`src/hdl/i4fp16_pkg.sv`:
```
// ----------------------------------------------------------------------------
// i4fp16_pkg: shared constants for the int4 to fp16 dequantizer
// Field widths and half-precision encoding constants.
// ----------------------------------------------------------------------------
`default_nettype none
package i4fp16_pkg;
  localparam int ByteW  = 8;
  localparam int HalfW  = 16;
  localparam logic [4:0]  ExpMax   = 5'h1F;
  localparam logic [15:0] InfBits  = 16'h7C00;
  localparam logic [15:0] DefNan   = 16'hFE01;
  localparam logic [15:0] QuietBit = 16'h0200;
endpackage
`default_nettype wire

```
`src/hdl/i4fp16_core.sv`:
```
// ----------------------------------------------------------------------------
// i4fp16_core: combinational nibble-times-scale multiply and rounding
// Selects and sign-extends the nibble, forms the exact product and rounds
// it once to half precision, nearest-even, with IEEE special cases.
// ----------------------------------------------------------------------------
`default_nettype none
module i4fp16_core (
  input  wire logic [i4fp16_pkg::ByteW-1:0] packed_byte,
  input  wire logic                         high_nibble,
  input  wire logic [i4fp16_pkg::HalfW-1:0] scale_bits,
  output logic      [i4fp16_pkg::HalfW-1:0] value_fp16
);
  import i4fp16_pkg::*;

  logic [3:0]  nib;
  logic        neg;
  logic [3:0]  mag;
  logic [4:0]  sexp;
  logic [9:0]  smant;
  logic        rsign;
  logic [10:0] sig;
  logic [14:0] prod;
  logic [3:0]  top;
  logic [4:0]  ebase;
  logic [14:0] norm;
  logic [10:0] keep;
  logic [3:0]  sh;
  logic        guard, sticky;
  logic [11:0] rnd;
  logic [5:0]  bexp;

  // Product of the 11-bit significand and the 4-bit magnitude; scale
  // exponent is applied afterwards since it only shifts.
  always_comb begin
    nib    = high_nibble ? packed_byte[7:4] : packed_byte[3:0];
    neg    = nib[3];
    mag    = neg ? (4'd0 - nib) : nib;
    sexp   = scale_bits[14:10];
    smant  = scale_bits[9:0];
    rsign  = scale_bits[15] ^ neg;
    sig    = {(sexp != 5'd0), smant};
    prod   = 15'(sig) * 15'(mag);
    ebase  = (sexp == 5'd0) ? 5'd0 : sexp - 5'd1;
    // Leading-one position of the 15-bit product.
    top = 4'd0;
    for (int i = 0; i < 15; i++) begin
      if (prod[i]) top = 4'(i);
    end
    // Value is prod * 2^ebase units of 2^-24.
    sh     = (top > 4'd10) ? top - 4'd10 : 4'd0;
    norm   = prod >> sh;
    keep   = norm[10:0];
    guard  = (sh != 4'd0) ? prod[sh-4'd1] : 1'b0;
    sticky = 1'b0;
    for (int i = 0; i < 14; i++) begin
      if ((4'(i) + 4'd1 < sh) && prod[i]) sticky = 1'b1;
    end
    rnd  = {1'b0, keep} + 12'(guard && (sticky || keep[0]));
    // Biased exponent = top + ebase - 9 when the top bit lands at >= 10 overall.
    bexp = 6'(top) + 6'(ebase) + 6'(sh != 4'd0 ? 4'd0 : 4'd0);
    value_fp16 = 16'd0;
    if (sexp == ExpMax) begin
      if (smant != 10'd0) value_fp16 = scale_bits | QuietBit | 16'd1;
      else if (mag == 4'd0) value_fp16 = DefNan;
      else value_fp16 = {rsign, 15'd0} | InfBits;
    end else if (prod == 15'd0) begin
      value_fp16 = {rsign, 15'd0};
    end else if ({1'b0, top} + {1'b0, ebase} < 6'd10) begin
      // Subnormal and exact: prod << ebase fits in 10 bits.
      value_fp16 = {rsign, 5'd0, 10'(prod << ebase)};
    end else begin
      if (top < 4'd10) begin
        // Shift up to align; always exact.
        rnd  = 12'(prod << (4'd10 - top));
      end
      bexp = 6'(top) + 6'(ebase) - 6'd9 + 6'(rnd[11]);
      if (bexp >= 6'd31) value_fp16 = {rsign, 15'd0} | InfBits;
      else value_fp16 = {rsign, bexp[4:0], rnd[11] ? 10'd0 : rnd[9:0]};
    end
  end
endmodule
`default_nettype wire

```
`src/hdl/int4_to_fp16_dequantizer_top.sv`:
```
// ----------------------------------------------------------------------------
// int4_to_fp16_dequantizer_top: int4 symmetric dequantization to fp16
// Usage:
//   Input beats carry in_packed_byte, in_high_nibble and in_scale_bits on
//   in_valid, and are taken when in_stall is low. Each beat yields one
//   result beat on out_value_fp16 with out_valid; the receiver holds it
//   with out_stall.
//   A beat passes an input register, the multiply-and-round logic, then the
//   output register. Throughput is one beat per cycle while out_stall is low,
//   set by the combinational path between the two registers.
//   When the receiver stalls, a full output register holds its beat; the
//   input register keeps accepting until it too holds a beat, so in_stall
//   rises only when both stages are full.
//   Reset (rst_n low, synchronous) empties both stages.
// ----------------------------------------------------------------------------
`default_nettype none
module int4_to_fp16_dequantizer_top (
  input  wire logic                         clk,
  input  wire logic                         rst_n,
  input  wire logic                         in_valid,
  output logic                              in_stall,
  input  wire logic [i4fp16_pkg::ByteW-1:0] in_packed_byte,
  input  wire logic                         in_high_nibble,
  input  wire logic [i4fp16_pkg::HalfW-1:0] in_scale_bits,
  output logic                              out_valid,
  input  wire logic                         out_stall,
  output logic      [i4fp16_pkg::HalfW-1:0] out_value_fp16
);
  import i4fp16_pkg::*;

  logic             s1_vld_r, out_vld_r;
  logic [ByteW-1:0] byte_r;
  logic             hi_r;
  logic [HalfW-1:0] scale_r, res_r, res_c;
  logic             out_free, s1_adv;

  // Stage handshake.
  assign out_free = !out_vld_r || !out_stall;
  assign s1_adv   = s1_vld_r && out_free;
  assign in_stall = s1_vld_r && !out_free;

  // Input register.
  always_ff @(posedge clk) begin
    if (!rst_n) begin
      s1_vld_r <= 1'b0;
    end else if (!in_stall) begin
      s1_vld_r <= in_valid;
    end
    if (!in_stall && in_valid) begin
      byte_r  <= in_packed_byte;
      hi_r    <= in_high_nibble;
      scale_r <= in_scale_bits;
    end
  end

  i4fp16_core u_core (
    .packed_byte (byte_r),
    .high_nibble (hi_r),
    .scale_bits  (scale_r),
    .value_fp16  (res_c)
  );

  // Output register.
  always_ff @(posedge clk) begin
    if (!rst_n) begin
      out_vld_r <= 1'b0;
    end else if (out_free) begin
      out_vld_r <= s1_vld_r;
    end
    if (s1_adv) res_r <= res_c;
  end

  assign out_valid      = out_vld_r;
  assign out_value_fp16 = res_r;

  a_hold: assert property (@(posedge clk) disable iff (!rst_n)
    out_valid && out_stall |=> out_valid && $stable(out_value_fp16))
    else $error("result changed under stall");
  a_stall: assert property (@(posedge clk) disable iff (!rst_n)
    in_stall |-> s1_vld_r && out_vld_r)
    else $error("stall with a free stage");
  a_move: assert property (@(posedge clk) disable iff (!rst_n)
    s1_adv |=> out_vld_r)
    else $error("beat lost between stages");
endmodule
`default_nettype wire

```
`config.mk`:
```
export PLATFORM = sky130hd
export DESIGN_NAME = int4_to_fp16_dequantizer_top
export DESIGN_NICKNAME = d
export VERILOG_FILES = /design/src/hdl/i4fp16_pkg.sv /design/src/hdl/i4fp16_core.sv /design/src/hdl/int4_to_fp16_dequantizer_top.sv
export SDC_FILE = /design/constraint.sdc
export NUM_CORES = 1
export LEC_CHECK = 0
export ABC_AREA = 1
export BUFFER_PORTS_ARGS = -buffer_cell sky130_fd_sc_hd__buf_4
export CELL_PAD_IN_SITES_DETAIL_PLACEMENT = 0
export CELL_PAD_IN_SITES_GLOBAL_PLACEMENT = 1
export CORE_MARGIN = 8
export CORE_UTILIZATION = 48
export DETAILED_ROUTE_END_ITERATION = 8
export HOLD_SLACK_MARGIN = 0.08
export PLACE_DENSITY_LB_ADDON = 0.25
export SYNTH_ARGS = -nofsm -noshare
export SYNTH_HDL_FRONTEND = slang
export SYNTH_SLANG_ARGS = --single-unit
export TNS_END_PERCENT = 10
```
`constraint.sdc`:
```
create_clock -name clk -period 13.16 [get_ports clk]
set_clock_uncertainty 0.2 [all_clocks]
set_input_delay 1.316 -clock clk [delete_from_list [all_inputs] [get_ports clk]]
set_output_delay 1.316 -clock clk [all_outputs]
set_load 0.01 [all_outputs]
```
* Word level (Yosys, flattened, before mapping)
Index checks and enable logic that the tools add are counted.
** Cells by class
- Multipliers :: 1
- Reduce and logical (&&, ||, !) cells :: 30
- Shift-type cells :: 3
- Magnitude comparators :: 19
- Equality and inequality tests :: 1
- Muxes and demuxes :: 46
- Add/sub/neg operators :: 9
- Bitwise operators :: 1
** Operator list (count)
- two-way mux 4 bit :: 16
- two-way mux 12 bit :: 4
- two-way mux 16 bit :: 3
- two-way mux 15 bit :: 3
- less-than comparator 4 bit (first input constant) :: 7
- logical AND 1 bit :: 18
- two-way mux 1 bit :: 17
- less-than comparator 3 x 4 -> 1 bit (first input constant) :: 4
- logical NOT 15 bit :: 1
- multiplier 11 x 4 -> 15 bit :: 1
- << shifter 15 x 4 -> 12 bit :: 1
- << shifter 15 x 5 -> 10 bit :: 1
- right shift 15 x 4 -> 11 bit :: 1
- adder 11 x 1 -> 12 bit :: 1
- two-way mux 10 bit :: 1
- nonzero test 10 bit :: 1
- less-than comparator 2 x 4 -> 1 bit (first input constant) :: 2
- adder 4 x 5 -> 6 bit :: 1
- adder 6 x 1 -> 6 bit :: 1
- >= comparator 6 x 5 -> 1 bit (second input constant) :: 1
- less-than comparator 6 x 4 -> 1 bit (second input constant) :: 1
- subtractor 6 x 4 -> 6 bit (second input constant) :: 1
- equality test 5 bit (second input constant) :: 1
- logical NOT 5 bit :: 1
- 17 further kinds :: 21
** Storage, ports and cells
- Flip-flop bits (word level) :: 43
- Bits of input ports :: 29
- Output and inout port bits :: 18
- Logic and storage cells :: 116

* Logic depth before layout (Yosys ltp)
Gate-level depths: netlist of run 1.
- Word-level depth :: 49
- Mapped depth :: 61
- Gate-level depth less buffers :: 58

* Cells and area by module
Synthesis of run 1 repeated with hierarchy kept, for this count alone.
** Unflattened totals
- Cell total of the unflattened synthesis :: 939
- Area total of the unflattened synthesis :: 6050.8 um^2
** By module, submodules not included
- i4fp16_core :: seq. area each 0.0 um^2, instances 1, area an instance 4724.5 um^2, cells each 885
- int4_to_fp16_dequantizer_top :: seq. area each 1271.2 um^2, instances 1, area an instance 1326.3 um^2, cells each 54

* Worst setup path before layout of run 1
Ideal clock, no wire load.
- Path type :: reg-to-reg
- Start point :: reg hi_r
- End point :: reg res_r[12], in the netlist out_value_fp16[12] (data pin)
- Period minus slack after synthesis :: 8364 ps
- Setup time :: 259 ps
- Stages on the path, launching flop included :: 53
- Data required time :: 12701 ps
- Setup slack :: 4796 ps
- Path buffers :: 4
- Data arrival time :: 7905 ps
- Cell sequence :: edfxtp_1 -> nand2_1 -> o21ai_0 -> clkbuf_1 -> ha_1 -> or2_2 -> xnor2_1 -> clkbuf_1 -> nor2_1 -> fa_1 -> inv_1 -> fa_1 -> inv_1 -> ha_1 -> a21oi_1 -> inv_1 -> nor2_1 -> nand2_1 -> [17 not listed] -> ha_1 -> inv_1 -> o21ai_0 -> nand3_1 -> nand2_1 -> nand3_2 -> nor2_4 -> nand3_2 -> nand2_2 -> inv_2 -> ha_1 -> ha_1 -> xor2_1 -> and3_1 -> a31oi_1 -> inv_1 -> o21ai_0 -> nand2_1
** Between the ends
- Word-level cells in the longest chain between the ends :: 49
- Elaborated cells on any way between the ends :: 89
- Those cells by class :: 8 x add/sub; 1 x mul; 18 x order compare; 2 x shift; 42 x mux; 18 x reduce/logical
** RTL lines
- from (decl) :: line int4_to_fp16_dequantizer_top.sv:33 : logic hi_r;
- from (signal assigned) :: line int4_to_fp16_dequantizer_top.sv:51 : hi_r <= in_high_nibble;
- two-way mux 4 bit (*) :: line i4fp16_core.sv:35 : nib = high_nibble ? packed_byte[7:4] : packed_byte[3:0];
- subtractor 1 x 4 -> 4 bit :: line i4fp16_core.sv:37 : mag = neg ? (4'd0 - nib) : nib;
- two-way mux 4 bit (*) :: line i4fp16_core.sv:37
- multiplier 11 x 4 -> 15 bit (*) :: line i4fp16_core.sv:42 : prod = 15'(sig) * 15'(mag);
- two-way mux 1 bit :: line i4fp16_core.sv:47 : if (prod[i]) top = 4'(i);
- two-way mux 4 bit (13 in series) :: line i4fp16_core.sv:47
- subtractor 4 bit / > comparator 4 bit (equally long branches) :: line i4fp16_core.sv:50 : sh = (top > 4'd10) ? top - 4'd10 : 4'd0;
- two-way mux 4 bit :: line i4fp16_core.sv:50
- [22 not listed]
- two-way mux 12 bit :: line i4fp16_core.sv:62 : if (sexp == ExpMax) begin
- adder 6 x 1 -> 6 bit :: line i4fp16_core.sv:76 : bexp = 6'(top) + 6'(ebase) - 6'd9 + 6'(rnd[11]);
- >= comparator 6 x 5 -> 1 bit :: line i4fp16_core.sv:77 : if (bexp >= 6'd31) value_fp16 = {rsign, 15'd0} | InfBits;
- two-way mux 15 bit :: line i4fp16_core.sv:77
- two-way mux 15 bit :: line i4fp16_core.sv:68 : end else if ({1'b0, top} + {1'b0, ebase} < 6'd10) begin
- two-way mux 15 bit (*) :: line i4fp16_core.sv:66 : end else if (prod == 15'd0) begin
- two-way mux 16 bit (*) :: line i4fp16_core.sv:62
- named net res_c[12] :: line int4_to_fp16_dequantizer_top.sv:34 : logic [HalfW-1:0] scale_r, res_r, res_c;
- to (signal assigned) :: line int4_to_fp16_dequantizer_top.sv:70 : if (s1_adv) res_r <= res_c;
- to (decl) :: line int4_to_fp16_dequantizer_top.sv:34
The timed path passes the listed nets; every way through them passes the cells marked *. The select of a mux whose other input is x is not followed.
A chain may end at the register's enable or synchronous reset.

* Worst setup path after layout of run 1
- Start point :: reg hi_r
- End point :: reg res_r[4], in the netlist out_value_fp16[4] (data pin)
The elaborated chain is that of the path after synthesis.

==> results.yml, run 1 <==
detailed_routing:
  wl_mm: 16.9
  vias: 6004
  drt_iter0_markers: 486
  avgViaCountPerCell: 5.30
  dr.pass1.iters: 5
  post_drt_wl_per_cell_um: 14.9
  drc: 0
  ant_nets: 0
hold_path:
  hold_path_end: "out_valid"
  worstHoldPathType: "reg2reg"
  holdPathStages: 2
  hp-start: "s1_vld_r"
critical_path:
  cpMostUsedCell: "nand2_1"
  cp_num_buf_inv: 8
  crit_required_ns: 13.12
  cpPeakStageDelay_ns: 0.89
  crit_arrival_ns: 10.47
  endpoint_kind: "register"
  critical_path.top_delay_family: "simple AND/OR/NAND/NOR gates"
  cp_slowest_cell: "o21ai_0"
  start_kind: "register"
  r2r_cells: 48
  reg2reg_to: "out_value_fp16[4]"
  critPathMaxFanout: 22
  r2r-start: "hi_r"
  critical_path_class: "reg2reg"
  r2r_slack_ns: 2.65
global_route:
  antenna_found_initial: 0
  grt_first_pass_wirelength_mm: 28.0
  grtUsageTotal_pct: 21.0
  grt_pass1_vias: 5773
  globalRouteOverflowTotal: 0
  grt_max_degree: 26
synth:
  yosys_warnings: 0
  synth_cell_types: 50
  ys_async_sr_fraction_pct: 0
  ys_seq_elements: 43
  syn_inst: 926
  syn_area_um2: 6070
  synth-main-ff-cell: "edfxtp_1"
  synth_nets: 1011
  postSynthAreaPerCell_um2: 6.56
  ys_seq_area_share_pct: 20.9
  synth_edf_count: 41
placement:
  io_buffers: 46
  gp_congestion: 0.885
  place_hpwl_mm: 14.0
finish:
  fin_nets: 1044
  antenna_cells: 0
  area_growth_pct: 9.82
  drive_gt1_share_pct: 12.9
  final_common_cell: "nand2_1"
  layout_common_cells: "257 x nand2_1, 127 x inv_1, 90 x nor2_1"
timing:
  rsz0062_at_grt: "false"
  fin_crit_ns: 10.51
  slew_headroom_pct: 27.3
  fmax_mhz: 95.1
  finalSetupTns_ns: 0
  maxSlewViolCount: 0
  final_hold_viol_count: 0
  period_share_pct: 79.9
  setup_viol: 0
  worst_pin_slew_ns: 1.08
die:
  rows: 41
  dieWidth_um: 128
  ioPinCount: 47
  coreArea_um2: 12500
  dieArea_um2: 16500
  start_util_pct: 48.7
  die_height_um: 128
clock_network:
  cts_tree: "built"
  cts-hold-fix-buffers: 0
  postCtsSetupBuffers: 0
  clock_latency_ns: 0.29
  clock-sinks: 43
  clkTransAtPathRegs_ns: 0.07
  htree_num_levels: 2
  cts-root-buf: "clkbuf_16"
  cts_resized: 0
  cts_buffers: 5
  cts_buffer_depth: 2
run_status:
  status: "finished, final reports clean"
flow_run:
  drv_cap: 0
through the flow:
stage	instances	area, µm²	hold slack [ns]	setup WS [ns]	util [%]
floorplan	926	6070	0.253	4.80	-
global placement	1124	6520	0.270	2.88	52.3
detailed placement	1124	6520	0.272	2.71	52.3
CTS	1132	6670	0.282	2.69	53.5
global route	1132	6670	0.316	1.65	53.5
finish	1132	6670	0.278	2.65	53.5
cells by family after synthesis:
| kind of cell | count (synthesis) | share of synthesized area, % |
|---|---|---|
| AO/OA/AOI/OAI | 133 | 12.3 |
| XOR/XNOR | 12 | 1.98 |
| adder cells (fa/ha/maj) | 56 | 13.9 |
| buffers and inverters | 166 | 11.1 |
| flip-flops | 43 | 20.9 |
| multiplexers | 3 | 0.494 |
| AND/OR/NAND/NOR | 513 | 39.3 |
cell usage after synthesis (all sizes together), types with 3 or more instances:
cell	number	area [µm²]
or2	4	25.0
o31ai	3	22.5
edfxtp	41	1230
nand3	94	593
nor2	100	429
nor3	5	25.0
clkbuf	10	37.5
a31oi	7	43.8
mux2i	3	30.0
o21ai	71	363
fa	19	380
xnor2	4	35.0
clkinv	6	22.5
xor2	8	85.1
ha	37	463
nand3b	4	30.0
nand2	277	1100
o211ai	6	45.0
nand4	27	169
a21oi	34	178
buf	11	82.6
inv	139	529
worst register-to-register path, delay by kind of cell, from the launching register on:
family,cells,cell delay [ns]
AOI/OAI and AO/OA,4,1.68
xor gates and xnor gates,1,0.17
adders and majority gates,7,2.66
buffers and inverters,8,0.64
DFF,1,0.48
and+or+nand+nor,28,4.59
routing by layer:
metal | GRT usage [%] | routed length [µm] | vias up
met1 | 27.5 | 7690 | 2696
met3 | 2.90 | 849 | 37
li1 | - | - | 3099
met5 | 0 | 0 | -
met2 | 34.3 | 7860 | 172
met4 | 8.02 | 498 | 0
how the worst max path moves through the flow:
| stage | startpoint | to | slack [ns] | cells after the start |
|---|---|---|---|---|
| 2_1_floorplan | hi_r | out_value_fp16[12] | 4.80 | 52 |
| 4_1_cts | hi_r | out_value_fp16[4] | 2.69 | 48 |
| 3_5_place_dp | hi_r | out_value_fp16[4] | 2.71 | 48 |
| 6_report | hi_r | out_value_fp16[4] | 2.65 | 48 |
| 5_1_grt | hi_r | out_value_fp16[2] | 1.65 | 50 |
| 3_3_place_gp | hi_r | out_value_fp16[4] | 2.88 | 48 |
final cells by class:
type | count | area, µm²
clock inverters | 3 | 23.8
well taps | 172 | 215
flip-flops and latches | 43 | 1270
repair buffers | 47 | 353
clock buffers | 5 | 125
multi-input cells | 717 | 4130
fillers | 1297 | 5790
inverters | 145 | 552
flip-flops by register name, summed over array words and instances, names as in the netlist:
signal,count
out_value_fp16,16
hi_r,1
scale_r,16
byte_r,8
s1_vld_r,1
out_valid,1
Power of run 1 is not shown: default switching activity piles up to over one toggle a cycle in this logic, so the estimate is an artifact.
==> run 2, diff against run 1 <==
- CORE_UTILIZATION: 48 -> 45
- clock period: 13.16 -> 10 ns (I/O delays scaled with it)
==> results.yml, run 2 (synthesis results as in run 1) <==
critical_path:
  cpPeakStageDelay_ns: 0.56
  crit_arrival_ns: 9.12
  critical_path_class: "reg2reg"
  cp.depth: 56
  cpMostUsedCell: "nand2_1"
  worstSetupEndpoint: "out_value_fp16[2]"
  cp-startpoint: "hi_r"
  r2r-start: "hi_r"
  endpoint_kind: "register"
  crit_required_ns: 9.96
  critical_path.top_delay_family: "simple AND/OR/NAND/NOR gates"
  start_kind: "register"
  r2r_slack_ns: 0.83
  r2r_cells: 56
  critPathMaxFanout: 19
  reg2reg_to: "out_value_fp16[2]"
  cp_slowest_cell: "fa_1"
  cp_num_buf_inv: 12
die:
  dieWidth_um: 132
  start_util_pct: 46.1
  die_height_um: 132
  dieArea_um2: 17500
  rows: 42
  coreArea_um2: 13200
  ioPinCount: 47
timing:
  fmax_mhz: 109
  rsz0062_at_grt: "false"
  period_share_pct: 91.7
  setup_viol: 0
  setup_slack_ns: 0.831
  maxSlewViolCount: 0
  slew_headroom_pct: 35.5
  fin_crit_ns: 9.17
  worst_pin_slew_ns: 0.961
  final_hold_viol_count: 0
  finalSetupTns_ns: 0
finish:
  final_common_cell: "nand2_1"
  fin_nets: 1050
  nFillCells: 1355
  stdcell_count: 1142
  drive_gt1_share_pct: 13.6
  antenna_cells: 0
  area_growth_pct: 10.8
  layout_common_cells: "257 x nand2_1, 127 x inv_1, 90 x nor2_1"
  utilization_pct: 51.0
detailed_routing:
  dr.pass1.iters: 5
  drt_iter0_markers: 548
  drc: 0
  post_drt_wl_per_cell_um: 14.7
  wl_mm: 16.8
  vias: 6073
  ant_nets: 0
  avgViaCountPerCell: 5.32
placement:
  gp_congestion: 0.907
  io_buffers: 46
  dp_slack_ns: 0.713
  place_inst: 1134
  place_hpwl_mm: 14.0
clock_network:
  postCtsSetupBuffers: 0
  cts-root-buf: "clkbuf_16"
  cts_buffers: 5
  htree_num_levels: 2
  cts-hold-fix-buffers: 0
  clkTransAtPathRegs_ns: 0.07
  cts_buffer_depth: 2
  clock-sinks: 43
  clock_latency_ns: 0.29
  cts_resized: 0
  cts_tree: "built"
hold_path:
  worstHoldPathType: "reg2reg"
  hp-start: "s1_vld_r"
flow_run:
  drv_cap: 0
global_route:
  grt_first_pass_wirelength_mm: 27.6
  grt_max_degree: 26
  globalRouteOverflowTotal: 0
  grt_pass1_vias: 5675
  antenna_found_initial: 0
  grtUsageTotal_pct: 18.8
run_status:
  status: "finished, final reports clean"
## run 2: how the worst min path moves through the flow
stage           endpoint  slack [ns]  cells after the start
2_1_floorplan  out_valid        0.25                      2
3_3_place_gp   out_valid        0.27                      2
3_5_place_dp   out_valid        0.29                      2
4_1_cts        out_valid        0.30                      2
5_1_grt        out_valid        0.35                      2
6_report       out_valid        0.30                      2
## run 2: layout make-up
cell class / instances / area [µm²] / share of cell area (%)
Clock buffer: 5 / 125 / 1.86
Clock inverter: 3 / 26.3 / 0.390
Multi-Input combinational cell: 717 / 4140 / 61.5
Inverter: 145 / 552 / 8.20
Tap cell: 176 / 220 / 3.27
Sequential cell: 43 / 1270 / 18.9
Timing Repair Buffer: 53 / 398 / 5.91
## run 2: through the flow
stage | hold WS [ns] | area [µm²]
3_3_place_gp | 0.273 | 6570
6_report | 0.299 | 6730
4_1_cts | 0.299 | 6720
5_1_grt | 0.349 | 6730
2_1_floorplan | 0.253 | 6070
3_5_place_dp | 0.289 | 6570
## run 2: tightest hold or removal path, stage by stage, from the launching register on
cell and delay (ns):
dfxtp_1 0.30, inv_1 0.08, a21oi_1 0.08
## run 2: routing by layer
| metal | track usage (%) | part of all wire [%] | up-vias | wire length, µm |
|---|---|---|---|---|
| li1 | - | - | 3104 | - |
| met1 | 24.6 | 45 | 2726 | 7490 |
| met2 | 31.5 | 47 | 210 | 7890 |
| met3 | 2.52 | 5.7 | 33 | 961 |
| met4 | 6.06 | 2.7 | 0 | 460 |
| met5 | 0 | 0 | - | 0 |
Power of run 2 is left out for the same reason.
==> run 3, diff against run 2 <==
- ABC_AREA: 1 -> default
- CORE_UTILIZATION: 45 -> 47
==> results.yml, run 3 <==
critical_path:
  reg2reg_to: "out_value_fp16[9]"
  cpPeakStageDelay_ns: 0.58
  critPathMaxFanout: 13
  cp_slowest_cell: "or4_1"
  endpoint_kind: "register"
  r2r_cells: 38
  start_kind: "register"
  r2r-start: "hi_r"
  crit_arrival_ns: 9.50
  r2r_slack_ns: 0.33
  critical_path_class: "reg2reg"
  crit_required_ns: 9.83
synth:
  synth_nets: 832
  synth_top_family_by_area: "compound AO/OA/AOI/OAI gates"
  synth_cell_types: 78
  netlist_top_cells_count: "62 x nand2_1, 55 x a21oi_1, 55 x nor2_1"
  syn_inst: 747
  synth-simple-area-share_pct: 22.3
  syn_area_um2: 6230
  synth-main-ff-cell: "edfxtp_1"
  synthAdderAreaFrac_pct: 13.5
  ys_async_sr_fraction_pct: 0
  synth_compound_area_share_pct: 26.2
  synth_edf_count: 41
  postSynthAreaPerCell_um2: 8.34
  synth_top_area_cell: "edfxtp_1"
  ys_seq_area_share_pct: 20.4
  synthMuxAreaShare_pct: 8.11
  synth_xor_xnor_area_share_pct: 4.22
  synth_most_common_cell: "nand2_1"
  yosys-top-cells-area: "edfxtp_1 20%, ha_1 7.4%, fa_1 6.1%, a21oi_1 4.4%, nand2_1 3.7%"
  synth_top_area_share_pct: 19.8
  yosys_warnings: 0
  ys_seq_elements: 43
finish:
  stdcell_count: 990
  antenna_cells: 0
  layout_common_cells: "91 x buf_4, 62 x nand2_1, 53 x nor2_1"
  final_common_cell: "buf_4"
  area_growth_pct: 17.7
  drive_gt1_share_pct: 20.0
  fin_nets: 898
  utilization_pct: 56.1
die:
  ioPinCount: 47
  dieArea_um2: 17200
  start_util_pct: 47.6
  dieWidth_um: 131
  rows: 42
  die_height_um: 131
  coreArea_um2: 13100
run_status:
  status: "finished, final reports clean"
detailed_routing:
  wl_mm: 20.0
  dr.pass1.iters: 7
  vias: 6188
  avgViaCountPerCell: 6.25
  ant_nets: 0
  drt_iter0_markers: 509
  drc: 0
  post_drt_wl_per_cell_um: 20.2
timing:
  period_share_pct: 96.7
  slew_headroom_pct: 21.1
  worst_pin_slew_ns: 1.18
  maxSlewViolCount: 0
  setup_viol: 0
  final_hold_viol_count: 0
  fin_crit_ns: 9.67
  fmax_mhz: 103
global_route:
  antenna_found_initial: 0
  grt_first_pass_wirelength_mm: 32.1
  grtUsageTotal_pct: 22.6
  grt_max_degree: 26
  grt_pass1_vias: 6167
  globalRouteOverflowTotal: 0
clock_network:
  clock_latency_ns: 0.29
  cts_buffers: 5
  cts_tree: "built"
  clock-sinks: 43
  htree_num_levels: 2
  cts-root-buf: "clkbuf_16"
  cts_buffer_depth: 2
  cts-hold-fix-buffers: 0
  clkTransAtPathRegs_ns: 0.07
hold_path:
  holdPathStages: 2
  hold_path_end: "out_valid"
  hp-start: "s1_vld_r"
  worstHoldPathType: "reg2reg"
placement:
  place_hpwl_mm: 16.2
  io_buffers: 46
  gp_congestion: 0.980
  place_inst: 976
flow_run:
  drv_cap: 0
## run 3: layer usage
layer	up-vias	global-route usage (%)	wire length, µm
li1	2934	-	-
met3	39	5.34	1540
met1	2951	29.1	8680
met2	264	37.1	9290
met4	0	6.07	457
met5	-	0	0
## run 3: timing repair
action	in CTS	in global routing
setup endpoints to repair	10	15
hold endpoints to repair	0	0
pin swaps	1	7
buffers inserted	1	5
gates resized for setup	5	28
## run 3: worst max-delay path by stage
| stage | cells after the start | startpoint | slack, ns | end |
|---|---|---|---|---|
| final | 38 | hi_r | 0.33 | out_value_fp16[9] |
| after global routing | 38 | hi_r | -0.02 | out_value_fp16[9] |
| after CTS | 38 | hi_r | 0.03 | out_value_fp16[9] |
| after detailed placement | 38 | hi_r | -0.11 | out_value_fp16[9] |
| after global placement | 40 | hi_r | 0.17 | out_value_fp16[8] |
| after floorplan | 40 | hi_r | 0.16 | out_value_fp16[3] |
## run 3: critical path: cells and delay by family (launching register included)
kind | cells | cell delay (ns)
buf+inv | 5 | 0.55
fa+ha+maj | 7 | 2.46
mux | 2 | 0.70
simple gates | 14 | 2.97
flops | 1 | 0.43
compound gates | 9 | 1.96
xor+xnor | 1 | 0.11
## run 3: cell type report
class                           count  area, µm²
Fill cell                        1207       5750
Multi-Input combinational cell    626       4780
Sequential cell                    43       1270
Timing Repair Buffer               91        683
Tap cell                          176        220
Inverter                           46        180
Clock buffer                        5        125
Clock inverter                      3       71.3
## run 3: cell families after synthesis
family,count (synthesis)
mux,38
simple gates,271
flops,43
fa+ha+maj,56
xor+xnor,30
buf+inv,78
compound gates,231
## run 3: per-stage QoR
stage	TNS (ns)	hold slack (ns)	area (µm²)	setup slack (ns)
6_report	0	0.319	7330	0.331
5_1_grt	-0.0805	0.374	7330	-0.0239
4_1_cts	0	0.323	7180	0.0341
3_5_place_dp	-0.653	0.297	6940	-0.114
3_3_place_gp	0	0.278	6940	0.165
2_1_floorplan	0	0.266	6230	0.159
Power of run 3 is left out for the same reason.
